===== src/sv/icpd_pkg.sv =====
// ----------------------------------------------------------------------------
// icpd_pkg
// shared widths, state codes and result type of the lehmer code decoder
// ----------------------------------------------------------------------------
package icpd_pkg;

    localparam int RANK_W  = 10;
    localparam int ELEM_W  = 11;
    localparam int LEN_W   = 11;
    // epoch tag kept next to each tree entry, a wrap forces a clearing sweep
    localparam int EPOCH_W = 6;

    typedef enum logic [2:0] {
        ST_CLEAR,
        ST_IDLE,
        ST_DESC,
        ST_DCHK,
        ST_REM,
        ST_OUT
    } icpd_state_t;

    typedef struct packed {
        logic [ELEM_W-1:0] element;
        logic              last;
        logic              bad_rank;
    } result_t;

endpackage


===== src/sv/icpd_in_if.sv =====
// ----------------------------------------------------------------------------
// icpd_in_if
// input channel: one lehmer digit per beat with its start flag
// ----------------------------------------------------------------------------
interface icpd_in_if;

    logic                        valid;
    logic                        ready;
    logic                        start_req;
    logic [icpd_pkg::RANK_W-1:0] rank;

    modport source (output valid, output start_req, output rank, input ready);
    modport sink (input valid, input start_req, input rank, output ready);

endinterface


===== src/sv/icpd_ctrl.sv =====
// ----------------------------------------------------------------------------
// icpd_ctrl
// sequencer: clearing sweep, binary lifting descent and fenwick removal
// ----------------------------------------------------------------------------
module icpd_ctrl #(
    parameter int MAX_LENGTH = 1024,
    localparam int AW        = $clog2(MAX_LENGTH),
    localparam int LW        = $clog2(MAX_LENGTH + 1),
    localparam int DW        = icpd_pkg::EPOCH_W + LW
) (
    input  logic                        clk,
    input  logic                        rst_n,
    input  logic [icpd_pkg::LEN_W-1:0]  perm_length,
    icpd_in_if.sink                     din,
    output logic                        mem_we,
    output logic [AW-1:0]               mem_waddr,
    output logic [DW-1:0]               mem_wdata,
    output logic [AW-1:0]               mem_raddr,
    input  logic [DW-1:0]               mem_rdata,
    output logic                        res_valid,
    output icpd_pkg::result_t           res,
    input  logic                        res_free
);

    localparam int EPW    = icpd_pkg::EPOCH_W;
    localparam int LENW   = icpd_pkg::LEN_W;
    localparam int RW     = icpd_pkg::RANK_W;
    localparam int ELW    = icpd_pkg::ELEM_W;
    localparam int NW     = (LW > LENW) ? LW : LENW;
    localparam int CW     = ((LW + 1) > RW) ? (LW + 1) : RW;

    localparam logic [NW-1:0]  MAX_N     = NW'(MAX_LENGTH);
    localparam logic [LW:0]    MAX_V     = (LW + 1)'(MAX_LENGTH);
    localparam logic [LW-1:0]  MAX_L     = LW'(MAX_LENGTH);
    localparam logic [LW-1:0]  TOP_STEP  = {1'b1, {(LW - 1){1'b0}}};
    localparam logic [AW-1:0]  LAST_ADDR = AW'(MAX_LENGTH - 1);
    localparam logic [EPW-1:0] EPOCH_MAX = '1;

    icpd_pkg::icpd_state_t state_reg, state_next;

    logic [EPW-1:0]  epoch_reg, epoch_next;
    logic [AW-1:0]   clr_addr_reg, clr_addr_next;
    logic            go_reg, go_next;
    logic [LENW-1:0] pos_reg, pos_next;

    logic [RW-1:0]   rank_reg, rank_next;
    logic [LW-1:0]   n_reg, n_next;
    logic [LW-1:0]   x_reg, x_next;
    logic [LW-1:0]   acc_reg, acc_next;
    logic [LW-1:0]   step_reg, step_next;
    logic [LW:0]     v_reg, v_next;
    icpd_pkg::result_t res_reg, res_next;

    logic [LW-1:0]   eff_n;
    logic [LW-1:0]   nx;
    logic [EPW-1:0]  rd_tag;
    logic [LW-1:0]   rd_cnt;
    logic [LW-1:0]   rd_idx;
    logic [LW-1:0]   rd_low;
    logic [LW-1:0]   rd_val;
    logic [CW-1:0]   sum;
    logic            take;
    logic [LW:0]     v_cand;
    logic            v_bad;
    logic [LW:0]     v_low;
    logic [LW:0]     v_step;
    logic [LENW-1:0] pos_inc;
    logic            is_last;
    logic [LW-1:0]   clr_idx;
    logic [LW-1:0]   clr_low;

    // lengths above the tree size saturate
    assign eff_n = (NW'(perm_length) > MAX_N) ? MAX_L : LW'(perm_length);

    assign nx     = x_reg | step_reg;
    assign rd_tag = mem_rdata[DW-1 -: EPW];
    assign rd_cnt = mem_rdata[LW-1:0];
    assign rd_idx = (state_reg == icpd_pkg::ST_REM) ? v_reg[LW-1:0] : nx;
    assign rd_low = rd_idx & (~rd_idx + 1'b1);
    // an entry from an older epoch reads as all values present
    assign rd_val = (rd_tag == epoch_reg) ? rd_cnt : rd_low;

    assign sum  = CW'(acc_reg) + CW'(rd_val);
    assign take = (sum <= CW'(rank_reg));

    assign v_cand = {1'b0, x_reg} + (LW + 1)'(1);
    assign v_bad  = (v_cand > {1'b0, n_reg});
    assign v_low  = v_reg & (~v_reg + 1'b1);
    assign v_step = v_reg + v_low;

    assign pos_inc = (pos_reg == '1) ? pos_reg : pos_reg + 1'b1;
    assign is_last = (NW'(pos_inc) == NW'(n_reg));

    assign clr_idx = LW'(clr_addr_reg) + 1'b1;
    assign clr_low = clr_idx & (~clr_idx + 1'b1);

    always_ff @(posedge clk or negedge rst_n)
    begin
        if (!rst_n)
        begin
            state_reg    <= icpd_pkg::ST_CLEAR;
            epoch_reg    <= '0;
            clr_addr_reg <= '0;
            go_reg       <= 1'b0;
            pos_reg      <= '0;
        end
        else
        begin
            state_reg    <= state_next;
            epoch_reg    <= epoch_next;
            clr_addr_reg <= clr_addr_next;
            go_reg       <= go_next;
            pos_reg      <= pos_next;
        end
    end

    always_ff @(posedge clk)
    begin
        rank_reg <= rank_next;
        n_reg    <= n_next;
        x_reg    <= x_next;
        acc_reg  <= acc_next;
        step_reg <= step_next;
        v_reg    <= v_next;
        res_reg  <= res_next;
    end

    always_comb
    begin
        state_next    = state_reg;
        epoch_next    = epoch_reg;
        clr_addr_next = clr_addr_reg;
        go_next       = go_reg;
        pos_next      = pos_reg;
        rank_next     = rank_reg;
        n_next        = n_reg;
        x_next        = x_reg;
        acc_next      = acc_reg;
        step_next     = step_reg;
        v_next        = v_reg;
        res_next      = res_reg;
        mem_we        = 1'b0;
        mem_waddr     = clr_addr_reg;
        mem_wdata     = {epoch_reg, clr_low};
        mem_raddr     = '0;
        din.ready     = 1'b0;
        res_valid     = 1'b0;

        case (state_reg)
            icpd_pkg::ST_CLEAR:
            begin
                mem_we = 1'b1;
                if (clr_addr_reg == LAST_ADDR)
                begin
                    clr_addr_next = '0;
                    go_next       = 1'b0;
                    state_next    = go_reg ? icpd_pkg::ST_DESC : icpd_pkg::ST_IDLE;
                end
                else
                begin
                    clr_addr_next = clr_addr_reg + 1'b1;
                end
            end

            icpd_pkg::ST_IDLE:
            begin
                din.ready = 1'b1;
                if (din.valid)
                begin
                    rank_next  = din.rank;
                    n_next     = eff_n;
                    x_next     = '0;
                    acc_next   = '0;
                    step_next  = TOP_STEP;
                    state_next = icpd_pkg::ST_DESC;
                    if (din.start_req)
                    begin
                        pos_next = '0;
                        if (epoch_reg == EPOCH_MAX)
                        begin
                            epoch_next = '0;
                            go_next    = 1'b1;
                            state_next = icpd_pkg::ST_CLEAR;
                        end
                        else
                        begin
                            epoch_next = epoch_reg + 1'b1;
                        end
                    end
                end
            end

            icpd_pkg::ST_DESC:
            begin
                if (step_reg == '0)
                begin
                    if (v_bad)
                    begin
                        res_next.element  = '0;
                        res_next.last     = 1'b0;
                        res_next.bad_rank = 1'b1;
                        state_next        = icpd_pkg::ST_OUT;
                    end
                    else
                    begin
                        mem_raddr         = AW'(x_reg);
                        v_next            = v_cand;
                        pos_next          = pos_inc;
                        res_next.element  = ELW'(v_cand);
                        res_next.last     = is_last;
                        res_next.bad_rank = 1'b0;
                        state_next        = icpd_pkg::ST_REM;
                    end
                end
                else if (nx <= n_reg)
                begin
                    mem_raddr  = AW'(nx - 1'b1);
                    state_next = icpd_pkg::ST_DCHK;
                end
                else
                begin
                    step_next = step_reg >> 1;
                end
            end

            icpd_pkg::ST_DCHK:
            begin
                if (take)
                begin
                    x_next   = nx;
                    acc_next = LW'(sum);
                end
                step_next  = step_reg >> 1;
                state_next = icpd_pkg::ST_DESC;
            end

            icpd_pkg::ST_REM:
            begin
                // write back the decremented count while reading the parent
                mem_we    = 1'b1;
                mem_waddr = AW'(v_reg - 1'b1);
                mem_wdata = {epoch_reg, rd_val - 1'b1};
                if (v_step <= MAX_V)
                begin
                    mem_raddr = AW'(v_step - 1'b1);
                    v_next    = v_step;
                end
                else
                begin
                    state_next = icpd_pkg::ST_OUT;
                end
            end

            icpd_pkg::ST_OUT:
            begin
                res_valid = 1'b1;
                if (res_free)
                begin
                    state_next = icpd_pkg::ST_IDLE;
                end
            end

            default:
            begin
                state_next = icpd_pkg::ST_IDLE;
            end
        endcase
    end

    assign res = res_reg;

endmodule


===== src/flat_wrapper.sv =====
// flat-port wrapper written by rule: the top's interface ports become plain ports
module icpd_ctrl_flat 
#(
    parameter int MAX_LENGTH = 1024,
    localparam int AW        = $clog2(MAX_LENGTH),
    localparam int LW        = $clog2(MAX_LENGTH + 1),
    localparam int DW        = icpd_pkg::EPOCH_W + LW
)
  (clk, rst_n, perm_length, mem_we, mem_waddr, mem_wdata, mem_raddr, mem_rdata, res_valid, res, res_free, din_valid, din_start_req, din_rank, din_ready);
  icpd_in_if din_i ();
  input  logic clk;
  input  logic rst_n;
  input  logic [icpd_pkg::LEN_W-1:0] perm_length;
  output logic mem_we;
  output logic [AW-1:0] mem_waddr;
  output logic [DW-1:0] mem_wdata;
  output logic [AW-1:0] mem_raddr;
  input  logic [DW-1:0] mem_rdata;
  output logic res_valid;
  output icpd_pkg::result_t res;
  input  logic res_free;
  input wire logic [$bits(din_i.valid)-1:0] din_valid;
  input wire logic [$bits(din_i.start_req)-1:0] din_start_req;
  input wire logic [$bits(din_i.rank)-1:0] din_rank;
  output wire logic [$bits(din_i.ready)-1:0] din_ready;
  assign din_i.valid = din_valid;
  assign din_i.start_req = din_start_req;
  assign din_i.rank = din_rank;
  assign din_ready = din_i.ready;
  icpd_ctrl #(.MAX_LENGTH(MAX_LENGTH)) u_core (.clk(clk), .rst_n(rst_n), .perm_length(perm_length), .din(din_i), .mem_we(mem_we), .mem_waddr(mem_waddr), .mem_wdata(mem_wdata), .mem_raddr(mem_raddr), .mem_rdata(mem_rdata), .res_valid(res_valid), .res(res), .res_free(res_free));
endmodule

===== config.mk =====
export PLATFORM = sky130hd
export DESIGN_NAME = icpd_ctrl_flat
export DESIGN_NICKNAME = d
export VERILOG_FILES = /design/src/sv/icpd_pkg.sv /design/src/sv/icpd_in_if.sv /design/src/sv/icpd_ctrl.sv /design/src/flat_wrapper.sv
export SDC_FILE = /design/constraint.sdc
export NUM_CORES = 1
export LEC_CHECK = 0
export BUFFER_PORTS_ARGS = -buffer_cell sky130_fd_sc_hd__buf_2
export CORE_MARGIN = 1
export CORE_UTILIZATION = 55
export CTS_CLUSTER_DIAMETER = 50
export DETAILED_ROUTE_END_ITERATION = 10
export PLACE_DENSITY = 0.76
export SLEW_MARGIN = 20
export SYNTH_ARGS = -nofsm -noshare
export SYNTH_HDL_FRONTEND = slang
export SYNTH_SLANG_ARGS = --single-unit

===== constraint.sdc =====
create_clock -name clk -period 13.1 [get_ports clk]
set_input_delay 0.655 -clock clk [delete_from_list [all_inputs] [get_ports clk]]
set_output_delay 0.655 -clock clk [all_outputs]
set_load 0.02 [all_outputs]

---- Word level (Yosys, flattened, before mapping) ----
Index checks and enable logic that the tools add are counted.
word-level totals
  output and inout port bits .............. 53
  input bits .............................. 43
  logic and storage cells ................. 130
  register bits after elaboration ......... 110
cells by class
  reductions and logical operators ........ 17
  bitwise operators ....................... 7
  $add $sub $neg .......................... 14
  order comparisons ....................... 5
  eq/ne operators ......................... 23
  mux-type cells .......................... 50
operators with widths
  cell                     count
  $mux W11                 14
  $pmux W11 S2             3
  $mux W10                 6
  $mux W12                 3
  $add A11 B1 Y11 const B  3
  $pmux W11 S3             1
  $sub A10 B1 Y10 const B  3
  $pmux W12 S2             1
  $and A11 B11 Y11         2
  $not A11 Y11             2
  $mux W3                  7
  $pmux W10 S2             1
  $pmux W3 S6              1
  $ne A2 B2 Y1 const B     8
  $reduce_and A5 Y1        3
  $add A11 B1 Y12 const B  1
  $add A11 B11 Y12         1
  $add A12 B1 Y12 const B  1
  $add A12 B12 Y12         1
  $and A12 B12 Y12         1
  $gt A12 B11 Y1           1
  $le A12 B10 Y1           1
  $le A12 B11 Y1 const B   1
  $not A12 Y12             1
  29 further kinds         49

---- Logic depth before layout (Yosys ltp) ----
Gate-level depths: netlist of the first run.
  word-level depth ........................ 10
  mapped depth ............................ 20
  depth with buffers taken out ............ 18

---- Worst setup path before layout of the first run ----
Ideal clock, no wire load.
  kind .................................... input to register
  from .................................... in mem_rdata[12]
  to ...................................... reg u_core.acc_reg[0], enable pin
  arrival time ............................ 5.831 ns
  required time ........................... 12.665 ns
  library setup time ...................... 0.435 ns
  stages .................................. 18
  slack ................................... 6.834 ns
  cell sequence ........................... xor2_1 nor4_2 nand2_1 mux2_2 ha_1 fa_1 a21o_1 a21oi_1 o21bai_1 a211o_1 a31oi_1 xnor2_1 ha_1 o21a_1 o21a_1 o32ai_1 a21oi_1 o31ai_1
on the way
  word-level cells in the longest chain between the ends .. 6
RTL lines
  item                                RTL line            text
  start: declaration                  flat_wrapper.sv:18  input logic [DW-1:0] mem_rdata;
  $eq A6 B6 Y1                        icpd_ctrl.sv:81     assign rd_val = (rd_tag == epoch_reg) ? rd_cnt : rd_low;
  $mux W11                            icpd_ctrl.sv:81
  $add A11 B11 Y12                    icpd_ctrl.sv:83     assign sum = CW'(acc_reg) + CW'(rd_val);
  named net u_core.sum[8]             icpd_ctrl.sv:61     logic [CW-1:0] sum;
  $le A12 B10 Y1                      icpd_ctrl.sv:84     assign take = (sum <= CW'(rank_reg));
  $ne A2 B1 Y1 (no source line)       -
  $reduce_and A3 Y1 (no source line)  -
  end signal: assignment              icpd_ctrl.sv:122    acc_reg <= acc_next;
  end: declaration                    icpd_ctrl.sv:49     logic [LW-1:0] acc_reg, acc_next;
The timed path passes the listed nets, and every way through them passes these cells.
A chain may end at the register's enable or synchronous reset.

---- Worst setup path after layout of the first run ----
  from .................................... reg u_core.state_reg[0]
  to ...................................... reg u_core.x_reg[7], enable pin
on the way
  word-level cells in the longest chain between the ends .. 10
  elaborated cells between the ends (all ways) .. 14
  those cells by class .................... add/sub: 2; order compare: 1; eq/ne: 5; mux: 2; bitwise: 2; reduce/logical: 2
RTL lines
  item                                    RTL line          text
  start: declaration                      icpd_ctrl.sv:39   icpd_pkg::icpd_state_t state_reg, state_next;
  start signal: assignment                icpd_ctrl.sv:101  state_reg <= icpd_pkg::ST_CLEAR;
  start signal: assignment                icpd_ctrl.sv:109  state_reg <= state_next;
  $eq A3 B3 Y1 (*)                        icpd_ctrl.sv:78   assign rd_idx = (state_reg == icpd_pkg::ST_REM) ? v_reg[LW-1:0] : nx;
  $mux W11 (*)                            icpd_ctrl.sv:78
  $not A11 Y11                            icpd_ctrl.sv:79   assign rd_low = rd_idx & (~rd_idx + 1'b1);
  $add A11 B1 Y11                         icpd_ctrl.sv:79
  $and A11 B11 Y11 (*)                    icpd_ctrl.sv:79
  $mux W11 (*)                            icpd_ctrl.sv:81
  $add A11 B11 Y12 (*)                    icpd_ctrl.sv:83
  named net u_core.sum[8]                 icpd_ctrl.sv:61
  $le A12 B10 Y1 (*)                      icpd_ctrl.sv:84
  $ne A2 B1 Y1 (no source line) (*)       -
  $reduce_and A3 Y1 (no source line) (*)  -
  end signal: assignment                  icpd_ctrl.sv:121  x_reg <= x_next;
  end: declaration                        icpd_ctrl.sv:48   logic [LW-1:0] x_reg, x_next;
Mark *: on every way through the listed nets, which the timed path passes. The rest lies on a longest branch.

==> results of run 1 <==
==> layout by cell type, fill, tap and decap left out, types with 20 or more instances in the layout <==
cell type and count:
a21oi_1 46, edfxtp_1 79, dfrtp_1 31, xnor2_1 40
buf_2 95, inv_1 59, nand2_1 74, nor2_1 95
o21ai_0 63, xor2_1 28, and3_1 26, ha_1 59
nor3_1 24, nand3_1 38, nor2b_1 20
==> through the flow <==
| stage | instances | total power [µW] | hold slack (ns) | cell area (µm²) | setup slack [ns] |
|---|---|---|---|---|---|
| after global placement | 1240 | 1130 | 0.535 | 9300 | 7.10 |
| after floorplan | 982 | 960 | 0.359 | 8730 | 6.83 |
| after CTS | 1256 | 1430 | 0.383 | 9600 | 6.84 |
| after detailed placement | 1240 | 1140 | 0.532 | 9300 | 6.81 |
| final | 1257 | 1440 | 0.354 | 9610 | 7.10 |
| after global routing | 1257 | 1520 | 0.412 | 9610 | 6.61 |
==> routing by layer <==
| metal | track usage | part of all wire | vias to the layer above |
|---|---|---|---|
| li1 | - | - | 3712 |
| met1 | 0.397 | 0.45 | 3656 |
| met2 | 0.449 | 0.45 | 340 |
| met3 | 0.0346 | 0.069 | 50 |
| met4 | 0.120 | 0.030 | 0 |
| met5 | 0 | 0 | - |
==> power by group through the flow <==
stage / Clock, µW / Combinational [µW] / Sequential (µW)
2_1_floorplan: 0 / 445 / 516
3_5_place_dp: 0 / 591 / 554
4_1_cts: 284 / 596 / 546
5_1_grt: 294 / 668 / 560
6_report: 282 / 605 / 551
3_3_place_gp: 0 / 576 / 551
==> logic make-up after synthesis <==
family                     share of synthesized area
DFF                                            0.361
xor gates and xnor gates                      0.0682
AOI/OAI and AO/OA                              0.191
muxes                                         0.0277
buffers and inverters                         0.0512
adders and majority gates                     0.0869
and+or+nand+nor                                0.215
==> area by class of cell <==
cell class	instances	area, µm²	area share
Timing Repair Buffer	100	517	0.0537
Clock buffer	11	254	0.0264
Inverter	60	225	0.0234
Sequential cell	110	3150	0.327
Tap cell	211	264	0.0275
Clock inverter	5	47.5	0.00495
Multi-Input combinational cell	760	5160	0.537
==> worst min-delay path by stage <==
| stage | from | slack, ns | endpoint |
|---|---|---|---|
| finish | rst_n | 0.35 | u_core.pos_reg[3] |
| global route | rst_n | 0.41 | u_core.pos_reg[0] |
| CTS | rst_n | 0.38 | u_core.pos_reg[0] |
| detailed placement | u_core.go_reg | 0.53 | u_core.go_reg |
| global placement | u_core.go_reg | 0.53 | u_core.go_reg |
| floorplan | rst_n | 0.36 | u_core.clr_addr_reg[0] |
==> worst max-delay path, delay by kind of cell, from the launching register on <==
| kind | cells | cell delay, ns |
|---|---|---|
| AOI/OAI and AO/OA | 11 | 2.09 |
| and+or+nand+nor | 2 | 1.24 |
| adders and majority gates | 3 | 0.91 |
| DFF | 1 | 0.63 |
| muxes | 1 | 0.35 |
| buffers and inverters | 1 | 0.26 |
| xor gates and xnor gates | 1 | 0.20 |
==> metrics.cfg, run 1 <==
[worst_setup_path]
r2r_end=u_core.x_reg[7]
reg2reg_slack_ns=7.10
path_cells=or3b_2, nor2_1, a21oi_1, mux2_2, ha_1, fa_1, a21o_1, a21oi_1, o21bai_1, a211o_1, a31oi_1, xnor2_1, ha_1, o21a_1, o21a_1, o32ai_1, a21oi_1, o31ai_4, buf_6
cp.required_ns=13.16
critPathCapture=u_core.x_reg[7]
setup.worst_path.end_class=flop
crit_type=flop to flop
arrival_ns=6.06
cp-start-kind=flop
slowest_stage=or3b_2
cp_slowest_stage_delay_ns=0.96
cp_max_fo=56
critPathLaunch=u_core.state_reg[0]
reg2reg_from=u_core.state_reg[0]
ff2ff_path_depth=19
critPathMostFrequentCell=a21oi_1

[yosys]
ys_top_cells_by_area=edfxtp_1, dfrtp_1, ha_1, nor2_1, xnor2_1
yosysMostFrequentCell=nor2_1
ys_types=85
yosysTopAreaCell=edfxtp_1
synth_seq_area_share=0.361
synth_nets=1085
postSynthCellCount=982
async_flop_share=0.282
synth-edff-count=79
synth_ff_type=edfxtp_1
syn-cell-area_um2=8730
syn_avg_cell_area_um2=8.89
ys_ff_latch=110
yosysTopAreaCellShare=0.272
synth_warnings=0
synth_common_cells=nor2_1, edfxtp_1, nand2_1

[clock_network]
cts_root_buf=clkbuf_16
cts_tree=yes
postCtsSetupRepairBufs=0
cts_max_path_buffers=2
path_clk_slew_ns=0.08
numClockSinks=110
ctsHtreeMaxLevel=3
clkLatencyLatePin_ns=0.36
hold_buffers=0
numCtsBuffers=9
ctsResizeCount=0

[cells_and_area]
largest_reg_flops=13
nets=1144
drive_above_1_share=0.145
fin_util=0.625
nFillCells=1343
diodes=0
syn_to_final_growth_pct=10.1

[timing]
max_freq_mhz=167
slew_headroom=0.299
setup_violations=0
drv_slew=0
max_slew.worst_pin.slew_ns=1.05
rsz0062_at_grt=no
finalCritPeriodShare=0.458
finalSetupTns_ns=0
fin_skew_ns=0.0133
finalHoldViolations=0
finalCriticalPeriod_ns=6.00

[power_and_ir_drop]
sw_frac_of_total=0.418
irDropWorstVdd_v=0.0000875
power.switching_uw=601
clkPwrFrac=0.196
comb_power_share=0.421
internal_power_uw=836
power-per-cell-area_nw_per_um2=149
p_seq_frac=0.384
total_leakage_power_uw=0.00406

[die]
dieWidth_um=128
io_pins=96
start_util=0.568
core_um2=15400
die_h_um=128
die_area_um2=16400
core.rowCount=45

[grt]
grt_use_total=0.285
grt_max_degree=57
grt_first_pass_wirelength_mm=36.3
grt_pass1_vias=7118
antenna_found_initial=0
overflow=0

[routing]
routedWlPerCell_um=18.2
via_per_inst=6.17
drtPass1Iterations=6
initialDrtViolationCount=814
routed_wl_mm=22.9
vias=7758
ant_nets=0
drc=0

[worst_hold_path]
min_path_type=input pin to asynchronous set/reset pin

[outcome]
status=complete, no violations

[placement]
dp_hpwl_mm=17.3
gp_congestion=0.947
portBuffers=95

[flow_run]
max_cap_viol_count=0

Power figures use the tool's default switching activity.
==> run 2, diff against run 1 <==
clock period = 5.6 ns   (was 13.1 ns; I/O delays follow)
==> run 2 against run 1 <==
Compared with the run above: the flow now finishes with violations (hold timing); total power grew 130%; clock skew grew 0.0022 ns; wire length is 0.15% higher; clock-buffer cell count is 1 lower; final cell count up 0.88%; sequential power increased by 130%; clock power increased by 130%; sequential cell count is the same; worst hold slack got worse by 0.37 ns; combinational power up 140%; core utilization grew 0.50 points; global-route usage about the same.
==> metrics.cfg, run 2 (synthesis gave the netlist of run 1 again) <==
[worst_setup_path]
cp_max_fo=22
critPathLaunch=u_core.epoch_reg[0]
arrival_ns=5.36
crit_type=flop to flop
path_cells=xor2_1, nor4_2, nand2_1, mux2_2, ha_1, fa_1, a21o_1, a21oi_1, o21bai_1, a211o_1, a31oi_1, xnor2_1, ha_1, o21a_1, o21a_1, o32ai_1, a21oi_1, o31ai_4, buf_4
reg2reg_from=u_core.epoch_reg[0]
setup.worst_path.end_class=flop
cp_slowest_stage_delay_ns=0.50
cp-start-kind=flop
slowest_stage=nor4_2
cp.required_ns=5.64

[timing]
finalSetupTns_ns=0
finalCritPeriodShare=0.950
setup_violations=0
max_slew.worst_pin.slew_ns=0.907
holdWs_ns=-0.0129
fin_skew_ns=0.0155
finalHoldViolations=15
max_freq_mhz=188
slew_headroom=0.393
finalCriticalPeriod_ns=5.32
rsz0062_at_grt=no
drv_slew=0

[die]
io_pins=96
die_area_um2=16400
core_um2=15400
start_util=0.568
die_h_um=128
dieWidth_um=128
core.rowCount=45

[outcome]
status=complete, but fails checks
violations=hold timing

[routing]
routedWlPerCell_um=18.1
via_per_inst=6.12
drc=0
drtPass1Iterations=7
ant_nets=0
initialDrtViolationCount=708
vias=7757
routed_wl_mm=22.9

[grt]
overflow=0
antenna_found_initial=0
grt_pass1_vias=7003
grt_use_total=0.284
grt_max_degree=55
grt_first_pass_wirelength_mm=35.9

[cells_and_area]
drive_above_1_share=0.155
nFillCells=1346
syn_to_final_growth_pct=11.0
final_cell_mix=nor2_1, buf_2, edfxtp_1
largest_reg_flops=13
diodes=0
nets=1155

[placement]
portBuffers=95
dp_hpwl_mm=17.4
gp_congestion=0.971

[power_and_ir_drop]
power_uw=3370
power-per-cell-area_nw_per_um2=348
total_leakage_power_uw=0.00412
irDropWorstVdd_v=0.000312

[clock_network]
ctsHtreeMaxLevel=3
ctsResizeCount=0
cts_root_buf=clkbuf_16
cts_max_path_buffers=2
cts_tree=yes
clkLatencyLatePin_ns=0.37
numCtsBuffers=9
hold_buffers=0
postCtsSetupRepairBufs=0
numClockSinks=110
path_clk_slew_ns=0.08

[flow_run]
max_cap_viol_count=0

[worst_hold_path]
min_path_type=input pin to asynchronous set/reset pin

==> run 2: changes by cell type in the layout (fill, tap and decap cells not counted), sizes merged <==
cell      change
buf          +11
clkinv        +2
clkbuf        -1
clkinvlp      -1
==> run 2: final cells by class <==
type / instances / area, µm² / area share
Clock inverter: 6 / 50.0 / 0.00516
Tap cell: 211 / 264 / 0.0272
Clock buffer: 10 / 250 / 0.0258
Inverter: 60 / 225 / 0.0232
Multi-Input combinational cell: 760 / 5160 / 0.532
Timing Repair Buffer: 111 / 596 / 0.0615
Sequential cell: 110 / 3150 / 0.325
==> run 2: worst max-delay path, delay by kind of cell (launching register included) <==
kind,cells,cell delay (ns)
compound gates,10,1.78
xor+xnor,2,0.37
flops,1,0.45
fa+ha+maj,3,0.90
mux,1,0.38
simple gates,2,0.80
buf+inv,1,0.32
==> run 2: routing by layer <==
layer | share of wire | GRT usage
met5 | 0 | 0
met1 | 0.45 | 0.392
met2 | 0.45 | 0.448
met3 | 0.074 | 0.0518
met4 | 0.027 | 0.102
==> run 2: where the power goes <==
group | internal [µW] | switching (µW)
logic | 551 | 901
clock network | 337 | 323
registers | 1080 | 185
==> run 2: final timing paths <==
kind / endpoint / cells after the start / slack [ns]
max: u_core.x_reg[1] / 19 / 0.28
min: u_core.clr_addr_reg[8] / 1 / -0.01
max reg2reg: u_core.x_reg[1] / 19 / 0.28
min reg2reg: u_core.clr_addr_reg[6] / 1 / 0.55
max in group asynchronous: u_core.pos_reg[10] / 1 / 5.09
min in group clk: u_core.rank_reg[4] / 1 / 0.09
==> run 2: per-stage QoR <==
stage	area [µm²]	worst slack [ns]	hold WS (ns)	utilization	cells
after floorplan	8730	0.0445	-0.0156	-	982
after global placement	9390	0.542	0.403	0.611	1252
after detailed placement	9390	0.371	0.392	0.611	1252
after CTS	9690	0.340	0.0169	0.631	1268
after global routing	9690	0.0529	0.0565	0.631	1268
final	9690	0.282	-0.0129	0.631	1268
